==> config.mk <==
export PLATFORM = sky130hd
export DESIGN_NAME = rbc_merge
export DESIGN_NICKNAME = d
export VERILOG_FILES = /design/src/rgb_background_calibrator_top_defines.svh /design/src/rbc_pkg.sv /design/src/rbc_merge.sv
export SDC_FILE = /design/constraint.sdc
export NUM_CORES = 1
export LEC_CHECK = 0
export BUFFER_PORTS_ARGS = -buffer_cell sky130_fd_sc_hd__buf_2
export CAP_MARGIN = 20
export CORE_MARGIN = 3
export CORE_UTILIZATION = 33
export DETAILED_ROUTE_END_ITERATION = 10
export GPL_ROUTABILITY_DRIVEN = 0
export GPL_TIMING_DRIVEN = 0
export PLACE_DENSITY_LB_ADDON = 0.12
export SLEW_MARGIN = 20
export SYNTH_ARGS = -nofsm -noshare
export SYNTH_HDL_FRONTEND = slang
export SYNTH_SLANG_ARGS = --single-unit
==> constraint.sdc <==
create_clock -name clk -period 0.8 [get_ports clk]
set_input_delay 0.08 -clock clk [delete_from_list [all_inputs] [get_ports clk]]
set_output_delay 0.08 -clock clk [all_outputs]
set_load 0.01 [all_outputs]
==> src/rgb_background_calibrator_top_defines.svh <==
// ----------------------------------------------------------------------------
// RGB background calibrator assertion macros
// Concurrent assertion wrappers, clocked on clk; empty when SYNTHESIS is set.
// ----------------------------------------------------------------------------
`ifndef RGB_BACKGROUND_CALIBRATOR_TOP_DEFINES_SVH
`define RGB_BACKGROUND_CALIBRATOR_TOP_DEFINES_SVH
`ifndef SYNTHESIS
`define RBC_ASSERT(lbl, prop, msg) \
  lbl: assert property (@(posedge clk) disable iff (rst) prop) else $error(msg);
`define RBC_ASSERT_ALWAYS(lbl, prop, msg) \
  lbl: assert property (@(posedge clk) prop) else $error(msg);
`else
`define RBC_ASSERT(lbl, prop, msg)
`define RBC_ASSERT_ALWAYS(lbl, prop, msg)
`endif
`endif

==> src/rbc_pkg.sv <==
// ----------------------------------------------------------------------------
// RGB background calibrator package
// Word types, register and model codes, and pipeline sizes shared by the block.
// ----------------------------------------------------------------------------
package rbc_pkg;

  localparam int NumLanes  = 3;
  localparam int SampleW   = 16;
  localparam int OutW      = 24;
  localparam int FracW     = 8;
  localparam int CfgW      = 48;
  localparam int QuotW     = 25;
  localparam int NumW      = 50;
  localparam int DenW      = 35;
  localparam int DivNumW   = 58;
  localparam int DivDenW   = 35;
  localparam int FrontStages = 3;
  localparam int Latency   = FrontStages + QuotW + 1;

  typedef enum logic [1:0] {
    REG_MODEL   = 2'd0,
    REG_MEDIANS = 2'd1,
    REG_MAXIMA  = 2'd2,
    REG_REFS    = 2'd3
  } cfg_reg_t;

  typedef enum logic [1:0] {
    MODEL_NONE     = 2'd0,
    MODEL_OFFSET   = 2'd1,
    MODEL_LINEAR   = 2'd2,
    MODEL_RATIONAL = 2'd3
  } model_t;

  typedef struct packed {
    logic [SampleW-1:0] red_in;
    logic [SampleW-1:0] green_in;
    logic [SampleW-1:0] blue_in;
  } pixel_t;

  typedef struct packed {
    logic [OutW-1:0] red_out;
    logic [OutW-1:0] green_out;
    logic [OutW-1:0] blue_out;
  } result_t;

  typedef struct packed {
    model_t             model;
    logic [SampleW-1:0] median;
    logic [SampleW-1:0] maximum;
    logic [SampleW-1:0] reference;
  } chan_cfg_t;

  // Front end to divider: value is the final output when direct, else the cap.
  typedef struct packed {
    logic               valid;
    logic               direct;
    logic [OutW-1:0]    value;
    logic [DivNumW-1:0] num;
    logic [DivDenW-1:0] den;
  } div_word_t;

endpackage

==> src/rbc_merge.sv <==
// ----------------------------------------------------------------------------
// RGB background calibrator merge stage
// Gathers the three channel lanes into one result word and its strobe.
// ----------------------------------------------------------------------------
module rbc_merge (
  input  logic                     clk,
  input  logic                     rst,
  input  logic [rbc_pkg::NumLanes-1:0] lane_valid,
  input  logic [rbc_pkg::OutW-1:0] lane_value [rbc_pkg::NumLanes],
  output logic                     done,
  output rbc_pkg::result_t         result
);

  always_ff @(posedge clk) begin
    if (rst) begin
      done <= 1'b0;
    end else begin
      done <= &lane_valid;
    end
    result.red_out   <= lane_value[0];
    result.green_out <= lane_value[1];
    result.blue_out  <= lane_value[2];
  end

endmodule

* Word level (Yosys, flattened, before mapping) *
Cells that the tools add are included.

storage, ports and cells
  latch bits = 0
  register bits = 73
  input bits = 77
  RAM bits = 0
  ROM bits = 0
  memories kept = 0
  word-level logic and storage cells = 5

operators by class
  add/subtract/negate cells = 0
  eq/ne operators = 0
  reductions and logical operators = 1
  bitwise logic cells = 0
  mux-type cells = 0
  div/mod/pow operators = 0
  $mul = 0
  order comparisons = 0
  shifts and indexed selects = 0

operators with widths
  cell                 count
  AND reduction 3 bit  1

* Longest topological paths before layout *
  depth after elaboration = 1
  depth in mapped cells = 1

* Worst setup path before layout *
Ideal clock, no wire load.

  kind = flip-flop to output port
  start point = register done
  end point = output done
  arrival time = 0.331 ns
  data required time = 0.720 ns
  setup slack = 0.389 ns
  stages on the path, launching flop included = 1
  cell sequence = dfxtp_1

RTL lines
  item                    line             text
  start, declared         rbc_merge.sv:10  output logic done,
  start signal, assigned  rbc_merge.sv:18  done <= &lane_valid;

No word-level cell between the ends.

* Worst setup path after layout *
  start point = register result[18] (netlist name)
  end point = output result[18] (netlist name)

RTL lines
  item             line             text
  start, declared  rbc_merge.sv:11  output rbc_pkg::result_t result

No word-level cell between the ends.

==> flow_summary.ini <==
[critical_path]
critPathRequiredTime_ps = 720
crit_path_top_delay_cell = sky130_fd_sc_hd__dfxtp_1
worst-path-max-fanout = 1
cp_num_buf_inv = 1
worst_path_largest_cell_delay_ps = 310
critPathLaunchType = register
timing.critical_path.cells = buf_2
path_delay_family = flip-flops
setup.worst_path.end_class = output port
cp.arrival_ps = 770
worstSetupPathType = reg -> out

[global_route]
global_route_wire_length_before_repair_um = 7280
grt_max_degree = 11
grt_overflow_total = 0
first_global_vias = 1534
antenna_violations_before_repair = 0
track_usage = 0.192

[drt]
route.detailed.drc = 0
vias = 1437
drtIter0Drc = 40
wire_per_inst_um = 14.3
avgViaCountPerCell = 3.99
dr.pass1.iters = 2
detail-route-antenna-nets = 0
detail_route.wirelength_um = 5160

[die]
standard_cell_row_count = 23
dieWidth_um = 72.8
floorplan.core_area_mm2 = 0.00414
die_height_um = 72.8
initial_utilization = 0.355
die_area_mm2 = 0.00530
ioPinCount = 150

[logic_synthesis]
synth_seq_area_share = 0.993
synth_seq_cells = 73
yosysUniqueCellTypes = 2
yosys_warn_count = 0
synth_area_mm2 = 0.00147
syn-mean-instance-area_um2 = 19.9
synth_nets = 151
postSynthCellCount = 74

[place]
port-buffer-count = 149
preCtsSetupSlack_ps = 296
hpwlAfterDp_um = 2670
postPlaceCellArea_mm2 = 0.00228

[power]
power_density_mw_per_mm2 = 2110
switchingPower_mw = 1.53
p_int_mw = 5.70
total_power_mw = 7.24
ir_worst_vdd_mv = 1.52
p_comb_frac = 0.120
net_switching_share_of_the_total_power = 0.212
clock_power_share = 0.339
p_leak_nw = 1.67
p_seq_frac = 0.541

[min_path]
hold_end = done$_SDFF_PP0_
min-delay-start = lane_valid[1]
hold_path_depth = 2
min_path_type = in -> reg

[layout]
design_area_mm2 = 0.00344
finish.net_count = 384
mostFrequentLayoutCells = 114 x sky130_fd_sc_hd__buf_2, 73 x sky130_fd_sc_hd__dlygate4sd3_1, 38 x sky130_fd_sc_hd__dfxtp_1
antenna_cells = 0
post_route_cells_drive_above_1_share = 0.629
flow.area_growth_from_synthesis_pct = 134
layout_commonest_cell = sky130_fd_sc_hd__buf_2

[cts]
h_tree_levels = 3
cts_root_buffer_type = sky130_fd_sc_hd__clkbuf_8
clk_transition_reported_paths_ps = 70
cts_buffer_depth = 2
numClockSinks = 73
cts_inserted_buffers = 9
cts_post_setup_buffers_inserted = 0
tritoncts = done

[timing]
hold_viol_final = 0
tns_ps = -2330
slew-limit-headroom = 0.933
period_minus_slack_ps = 848
finalCritPeriodShare = 1.06
final_setup_violation_count = 73
fin_hold_ws_ps = 61.1
fmaxAchievable_mhz = 1180
slew_violations = 0
worst_slew_pin_slew_ps = 101
finalWorstSetupSlack_ps = -48.1
rsz0062_at_grt = yes

[run]
timing.max_cap.violations = 0

[status]
status = finished, violations left
violations = negative setup slack
worst max-delay path by stage:
| stage | startpoint | endpoint | cells after the start | slack, ps |
|---|---|---|---|---|
| floorplan | done$_SDFF_PP0_ | done | 0 | 390 |
| global placement | done$_SDFF_PP0_ | done | 1 | 290 |
| detailed placement | result[43]$_DFF_P_ | result[43] | 1 | 300 |
| CTS | result[48]$_DFF_P_ | result[48] | 1 | -70 |
| global route | result[18]$_DFF_P_ | result[18] | 1 | -100 |
| finish | result[18]$_DFF_P_ | result[18] | 1 | -50 |
cells by family (layout without fill, tap and decap cells):
logic type,after synthesis,in the layout,share of synthesized area
flops,73,73,0.993
simple gates,1,1,0.00680
buf+inv,0,236,0
cell usage after synthesis:
library cell | n | share of area
sky130_fd_sc_hd__dfxtp_1 | 73 | 0.99
sky130_fd_sc_hd__and4b_1 | 1 | 0.0068
state kept, by name, summed over array words and instances (netlist names):
name    count
result     72
done        1
per-layer routing:
layer  share of wire  wire, um  up-vias  GRT usage
met5               0         0        -          0
met4           0.036       186        0      0.139
met1            0.31      1620      630      0.178
li1                -         -      693          -
met2            0.53      2730       97      0.333
met3            0.12       617       17     0.0826
stage by stage:
step	util	std cells
2_1_floorplan	-	74
3_5_place_dp	0.550	273
4_1_cts	0.771	360
5_1_grt	0.829	360
6_report	0.829	360
3_3_place_gp	0.550	273
power by group through the flow:
stage | Sequential [mW] | Clock [mW] | Combinational [mW]
floorplan | 4.07 | 0 | 0.00143
global placement | 3.94 | 0 | 0.467
detailed placement | 3.95 | 0 | 0.474
CTS | 3.87 | 2.46 | 0.757
global route | 3.93 | 2.69 | 0.929
finish | 3.91 | 2.45 | 0.870
repair_timing:
action	in CTS	in global routing
endpoints found under the setup margin	73	73
endpoints found under the hold margin	73	0
gates resized for setup	6	64
gates cloned	0	0
hold buffers	73	0
layout make-up:
cell class              instances  area, um^2
fillers                       239         708
clock buffers                  14         163
well taps                      50        62.6
repair buffers                222        1700
flip-flops and latches         73        1510
multi-input cells               1        10.0
Note: power is estimated with default switching activity, not from simulation.
