### src/rgb_background_calibrator_top_defines.svh
// ----------------------------------------------------------------------------
// RGB background calibrator assertion macros
// Concurrent assertion wrappers, clocked on clk; empty when SYNTHESIS is set.
// ----------------------------------------------------------------------------
`ifndef RGB_BACKGROUND_CALIBRATOR_TOP_DEFINES_SVH
`define RGB_BACKGROUND_CALIBRATOR_TOP_DEFINES_SVH
`ifndef SYNTHESIS
`define RBC_ASSERT(lbl, prop, msg) \
  lbl: assert property (@(posedge clk) disable iff (rst) prop) else $error(msg);
`define RBC_ASSERT_ALWAYS(lbl, prop, msg) \
  lbl: assert property (@(posedge clk) prop) else $error(msg);
`else
`define RBC_ASSERT(lbl, prop, msg)
`define RBC_ASSERT_ALWAYS(lbl, prop, msg)
`endif
`endif

### src/rbc_pkg.sv
// ----------------------------------------------------------------------------
// RGB background calibrator package
// Word types, register and model codes, and pipeline sizes shared by the block.
// ----------------------------------------------------------------------------
package rbc_pkg;

  localparam int NumLanes  = 3;
  localparam int SampleW   = 16;
  localparam int OutW      = 24;
  localparam int FracW     = 8;
  localparam int CfgW      = 48;
  localparam int QuotW     = 25;
  localparam int NumW      = 50;
  localparam int DenW      = 35;
  localparam int DivNumW   = 58;
  localparam int DivDenW   = 35;
  localparam int FrontStages = 3;
  localparam int Latency   = FrontStages + QuotW + 1;

  typedef enum logic [1:0] {
    REG_MODEL   = 2'd0,
    REG_MEDIANS = 2'd1,
    REG_MAXIMA  = 2'd2,
    REG_REFS    = 2'd3
  } cfg_reg_t;

  typedef enum logic [1:0] {
    MODEL_NONE     = 2'd0,
    MODEL_OFFSET   = 2'd1,
    MODEL_LINEAR   = 2'd2,
    MODEL_RATIONAL = 2'd3
  } model_t;

  typedef struct packed {
    logic [SampleW-1:0] red_in;
    logic [SampleW-1:0] green_in;
    logic [SampleW-1:0] blue_in;
  } pixel_t;

  typedef struct packed {
    logic [OutW-1:0] red_out;
    logic [OutW-1:0] green_out;
    logic [OutW-1:0] blue_out;
  } result_t;

  typedef struct packed {
    model_t             model;
    logic [SampleW-1:0] median;
    logic [SampleW-1:0] maximum;
    logic [SampleW-1:0] reference;
  } chan_cfg_t;

  // Front end to divider: value is the final output when direct, else the cap.
  typedef struct packed {
    logic               valid;
    logic               direct;
    logic [OutW-1:0]    value;
    logic [DivNumW-1:0] num;
    logic [DivDenW-1:0] den;
  } div_word_t;

endpackage

### src/rbc_div.sv
// ----------------------------------------------------------------------------
// RGB background calibrator lane divider
// Restoring division, one quotient bit per pipeline stage, then the clamp to
// the model's cap.
// ----------------------------------------------------------------------------
module rbc_div (
  input  logic                     clk,
  input  logic                     rst,
  input  rbc_pkg::div_word_t       word,
  output logic                     valid,
  output logic [rbc_pkg::OutW-1:0] value
);

  localparam int Q  = rbc_pkg::QuotW;
  localparam int DW = rbc_pkg::DivDenW;

  typedef struct packed {
    logic                     valid;
    logic                     direct;
    logic [rbc_pkg::OutW-1:0] value;
    logic [DW-1:0]            rem;
    logic [Q-1:0]             num_lo;
    logic [DW-1:0]            den;
    logic [Q-1:0]             quot;
  } stage_t;

  stage_t stg [0:Q];

  always_comb begin
    stg[0].valid  = word.valid;
    stg[0].direct = word.direct;
    stg[0].value  = word.value;
    stg[0].rem    = DW'(word.num[rbc_pkg::DivNumW-1:Q]);
    stg[0].num_lo = word.num[Q-1:0];
    stg[0].den    = word.den;
    stg[0].quot   = '0;
  end

  for (genvar k = 0; k < Q; k++) begin : g_stage
    logic [DW:0] trial;
    logic        take;

    assign trial = {stg[k].rem, stg[k].num_lo[Q-1]};
    assign take  = trial >= {1'b0, stg[k].den};

    always_ff @(posedge clk) begin
      if (rst) begin
        stg[k+1].valid <= 1'b0;
      end else begin
        stg[k+1].valid <= stg[k].valid;
      end
      stg[k+1].direct <= stg[k].direct;
      stg[k+1].value  <= stg[k].value;
      stg[k+1].rem    <= take ? DW'(trial - {1'b0, stg[k].den}) : DW'(trial);
      stg[k+1].num_lo <= {stg[k].num_lo[Q-2:0], 1'b0};
      stg[k+1].den    <= stg[k].den;
      stg[k+1].quot   <= {stg[k].quot[Q-2:0], take};
    end
  end

  assign valid = stg[Q].valid;

  always_comb begin
    if (stg[Q].direct || stg[Q].quot > {1'b0, stg[Q].value}) begin
      value = stg[Q].value;
    end else begin
      value = stg[Q].quot[rbc_pkg::OutW-1:0];
    end
  end

endmodule

### config.mk
export PLATFORM = sky130hd
export DESIGN_NAME = rbc_div
export DESIGN_NICKNAME = d
export VERILOG_FILES = /design/src/rgb_background_calibrator_top_defines.svh /design/src/rbc_pkg.sv /design/src/rbc_div.sv
export SDC_FILE = /design/constraint.sdc
export NUM_CORES = 2
export LEC_CHECK = 0
export BUFFER_PORTS_ARGS = -buffer_cell sky130_fd_sc_hd__buf_4
export CAP_MARGIN = 20
export CORE_MARGIN = 10
export CORE_UTILIZATION = 37
export DETAILED_ROUTE_END_ITERATION = 10
export GPL_TIMING_DRIVEN = 0
export REMOVE_ABC_BUFFERS = 1
export SKIP_LAST_GASP = 1
export SYNTH_ARGS = -nofsm -noshare
export SYNTH_HDL_FRONTEND = slang
export SYNTH_SLANG_ARGS = --single-unit
### constraint.sdc
create_clock -name clk -period 4.19 [get_ports clk]
set_clock_uncertainty 0.2 [all_clocks]
set_input_delay 0.6285 -clock clk [delete_from_list [all_inputs] [get_ports clk]]
set_output_delay 0.6285 -clock clk [all_outputs]
set_load 0.1 [all_outputs]
; Word-level counts from Yosys, hierarchy flattened
; Cells that the tools add are included.
[op_classes]
n_addsub = 24
reduce_logical = 1
magnitude_cmp = 26
mux = 25
[op_table]
columns = op, n
row1 = 36-bit by 35-bit greater-or-equal comparator with 1-bit output, 24
row2 = 35-bit two-way mux, 23
row3 = 35-bit subtractor, 23
row4 = 34-bit by 35-bit greater-or-equal comparator with 1-bit output, 1
row5 = 34-bit by 35-bit subtractor with 35-bit output, 1
row6 = 34-bit two-way mux, 1
row7 = 25-bit by 24-bit > comparator with 1-bit output, 1
row8 = 24-bit two-way mux, 1
row9 = 1-bit logical OR, 1
[word_totals]
inputBits = 121
output_inout_bits = 25
wordCells = 249
regBits = 2955

; Logic depth before layout (Yosys ltp)
[logic_depth]
word_depth = 3
depth_mapped = 17

; Least setup slack after synthesis
; Ideal clock, no wire load.
[synth_path]
path_type = reg-to-output
from = register stg[122] in the netlist's numbering
to = output value[10] in the netlist's numbering
stages_incl_launch_ff = 16
path_slack_ps = 500
t_arrival_ps = 2862
path_cell_list = dfxtp_1 > inv_1 > ha_1 > a21oi_1 > nor2b_1 > o21ai_0 > a21boi_0 > o21a_1 > o21a_1 > o21a_1 > o21ai_0 > o311ai_0 > a21o_1 > clkbuf_1 > clkbuf_1 > mux2_2
[synth_between]
elab_chain_cells = 3
[synth_rtl]
columns = item, line_no
row1 = from (decl), rbc_div.sv:27  ; stage_t stg [0:Q];
row2 = 25-bit by 24-bit > comparator with 1-bit output, rbc_div.sv:64  ; if (stg[Q].direct || stg[Q].quot > {1'b0, stg[Q].value}) begin
row3 = 1-bit logical OR, rbc_div.sv:64
row4 = 24-bit two-way mux, rbc_div.sv:64
row5 = to (decl), rbc_div.sv:11  ; output logic [rbc_pkg::OutW-1:0] value
; No other way between the ends.

; Worst setup path in the final report
[layout_path]
from = register stg[122] in the netlist's numbering
to = output value[11] in the netlist's numbering
; The elaborated chain is that of the path after synthesis.

==> metrics.yaml <==
status: "complete, but fails checks"
violations: "negative setup slack"
holdCritStartpoint: "stg[2709]"
synth_top_area_frac: 0.512
drt_iter0_markers: 3452
async_flop_share: 0
p_leak_nw: 61.5
grt_pass1_vias: 78900
grt_util_all_layers: 0.151
initial_core_util: 0.371
vias: 79600
crit_type: "reg2out"
cp_cell_sequence: "inv_2 -> ha_4 -> a21oi_2 -> nor2b_1 -> o21ai_1 -> a21boi_1 -> o21a_1 -> o21a_1 -> o21a_1 -> o21ai_4 -> o311ai_4 -> a21o_4 -> buf_16 -> mux2_4 -> buf_12"
rrSetupSlack_ps: 30
postSynthCellCount: 11600
critical-path-max-stage-delay_ps: 370
grt_setup_unrepaired: "yes"
period_minus_slack_ps: 4800
cp-startpoint: "stg[122]"
synthTopCellsByArea: "dfxtp_1 (51%), ha_1 (9.7%), a21oi_1 (4.2%)"
hold_viol: 0
start_kind: "flop"
cts_root_buf: "clkbuf_16"
cpMaxStageDelayCell: "mux2_4"
post-route-period-util: 1.15
grt_overflow: 0
synth-warning-count: 0
p_clk_frac: 0.235
place_ws_ps: -862
fmax_mhz: 208
floorplan.die_area_sq_um: 335000
route.antenna.remaining_nets: 0
ys.flop_type: "dfxtp_1"
synth.yosys.seq_area_share: 0.512
clk_path_buf_depth: 4
clk_latency_ps: 900
portBuffers: 145
ys_types: 105
grt_antenna_before_repair: 6
grt_pass1_wl_mm: 412
synth_edf_count: 0
synthTopCellsByCount: "dfxtp_1 (2955), inv_1 (1126), a21oi_1 (968), ha_1 (898), nand2_1 (752)"
nets: 13100
combinationalPowerShare: 0.441
die_y_um: 579
arrival_ps: 3970
syn_avg_cell_area_sq_um: 9.95
min_path_type: "reg2reg"
maxCapViolCount: 0
fp.dieW_um: 579
fin_util: 0.435
switching_share: 0.368
drc: 0
fin_ws_ps: -612
cpMostUsedCell: "o21a_1"
p_seq_frac: 0.324
dp_cells: 15600
setup_viol: 24
cts_made_buffers: 311
synth_seq_cells: 2955
dp_hpwl_mm: 200
hold-worst-slack_ps: 78.0
gp_congestion: 0.916
p_int_w: 0.0751
wl_mm: 265
area.growth.synth_to_final_pct: 17.2
required_ps: 3360
power.density_nw_per_um2: 878
core_area_sq_um: 311000
tightest_slew_ps: 1130
synth.most_common_cell: "dfxtp_1"
max_slew_margin: 0.243
drive_gt1_frac: 0.101
final_cells: 16500
p_total_w: 0.119
cts_num_sinks: 2955
critPathCaptureType: "output pin"
reg2reg_from: "g_stage[2].trial[0]"
num-fill-cells: 29800
syn_area_sq_um: 115000
power.switching_w: 0.0438
rows: 205
ir_drop_v: 0.000369
cts-htree-levels: 5
grt_max_degree: 63
dr.pass1.iters: 6
path_max_fanout: 8
tritoncts: "done"
clk_pin_slew_ps: 60
drv_slew: 0
synth.largest_area_cell: "dfxtp_1"
wl_per_cell_um: 16.1
vias_per_cell: 4.83
io_pins: 146
[logic make-up after synthesis]
kind of cell,Yosys count,synth area share
adder cells (fa/ha/maj),922,0.101
buffers and inverters,1417,0.0474
XOR/XNOR,723,0.0548
flip-flops,2955,0.512
multiplexers,284,0.0284
AO/OA/AOI/OAI,2976,0.162
AND/OR/NAND/NOR,2331,0.0939
[power by group through the flow]
stage	Combinational, W	Sequential [W]	Clock (W)
3_5_place_dp	0.0494	0.0391	0
3_3_place_gp	0.0486	0.0391	0
5_1_grt	0.0579	0.0392	0.0299
4_1_cts	0.0513	0.0386	0.0288
2_1_floorplan	0.0380	0.0377	0
6_report	0.0524	0.0385	0.0279
[cell type report]
cell class | count | area, sq um | area share
Inverter | 1126 | 4230 | 0.0313
Multi-Input combinational cell | 7246 | 51900 | 0.384
Clock inverter | 108 | 1510 | 0.0112
Antenna cell | 42 | 105 | 0.000777
Tap cell | 4140 | 5180 | 0.0383
Timing Repair Buffer | 392 | 4120 | 0.0304
Sequential cell | 2955 | 59200 | 0.437
Clock buffer | 446 | 9100 | 0.0673
[stage by stage]
| step | area, sq um | setup TNS (ps) |
|---|---|---|
| floorplan | 114000 | -299050 |
| global placement | 121000 | -1753080 |
| detailed placement | 121000 | -160880 |
| CTS | 134000 | -17360 |
| global route | 135000 | -16610 |
| finish | 135000 | -13030 |
[flip-flops by register name (all words and copies together) (netlist names)]
signal,count
g_stage.trial,864
stg,2090
valid,1
[cells in the final DEF, fill, tap and decap left out, drive strengths merged, types with 272 or more instances in the layout]
master / count
nand2: 752
clkbuf: 451
a21oi: 972
xnor2: 433
nor2: 664
a21o: 506
dfxtp: 2955
mux2: 272
xor2: 290
inv: 1135
ha: 898
o21ai: 715
[layer usage]
metal	vias up	GRT usage	routed length, um
li1	40800	-	-
met1	36500	0.153	101000
met2	1461	0.285	135000
met3	761	0.0203	8500
met4	2	0.102	20300
met5	-	0	13
[worst paths after layout]
path                                            end  cells after the start
worst max-delay path                      value[11]                     15
worst min-delay path                      stg[2564]                      0
worst max register to register  g_stage[3].trial[5]                     11
worst min register to register            stg[2564]                      0
[critical path: cells and delay by family (launching register included)]
family	cells	cell delay (ps)
compound gates	9	1680
fa+ha+maj	1	210
buf+inv	3	400
flops	1	330
mux	1	370
simple gates	1	50
[repair_timing]
item                                    in CTS  in global routing
gates resized for setup                    177                 70
buffers inserted                            49                 35
endpoints found under the setup margin     564                330
pin swaps                                   38                 39
hold endpoints to repair                   145                  0
gates cloned                                10                  7
hold buffers                               121                  0
Power figures use the tool's default switching activity.
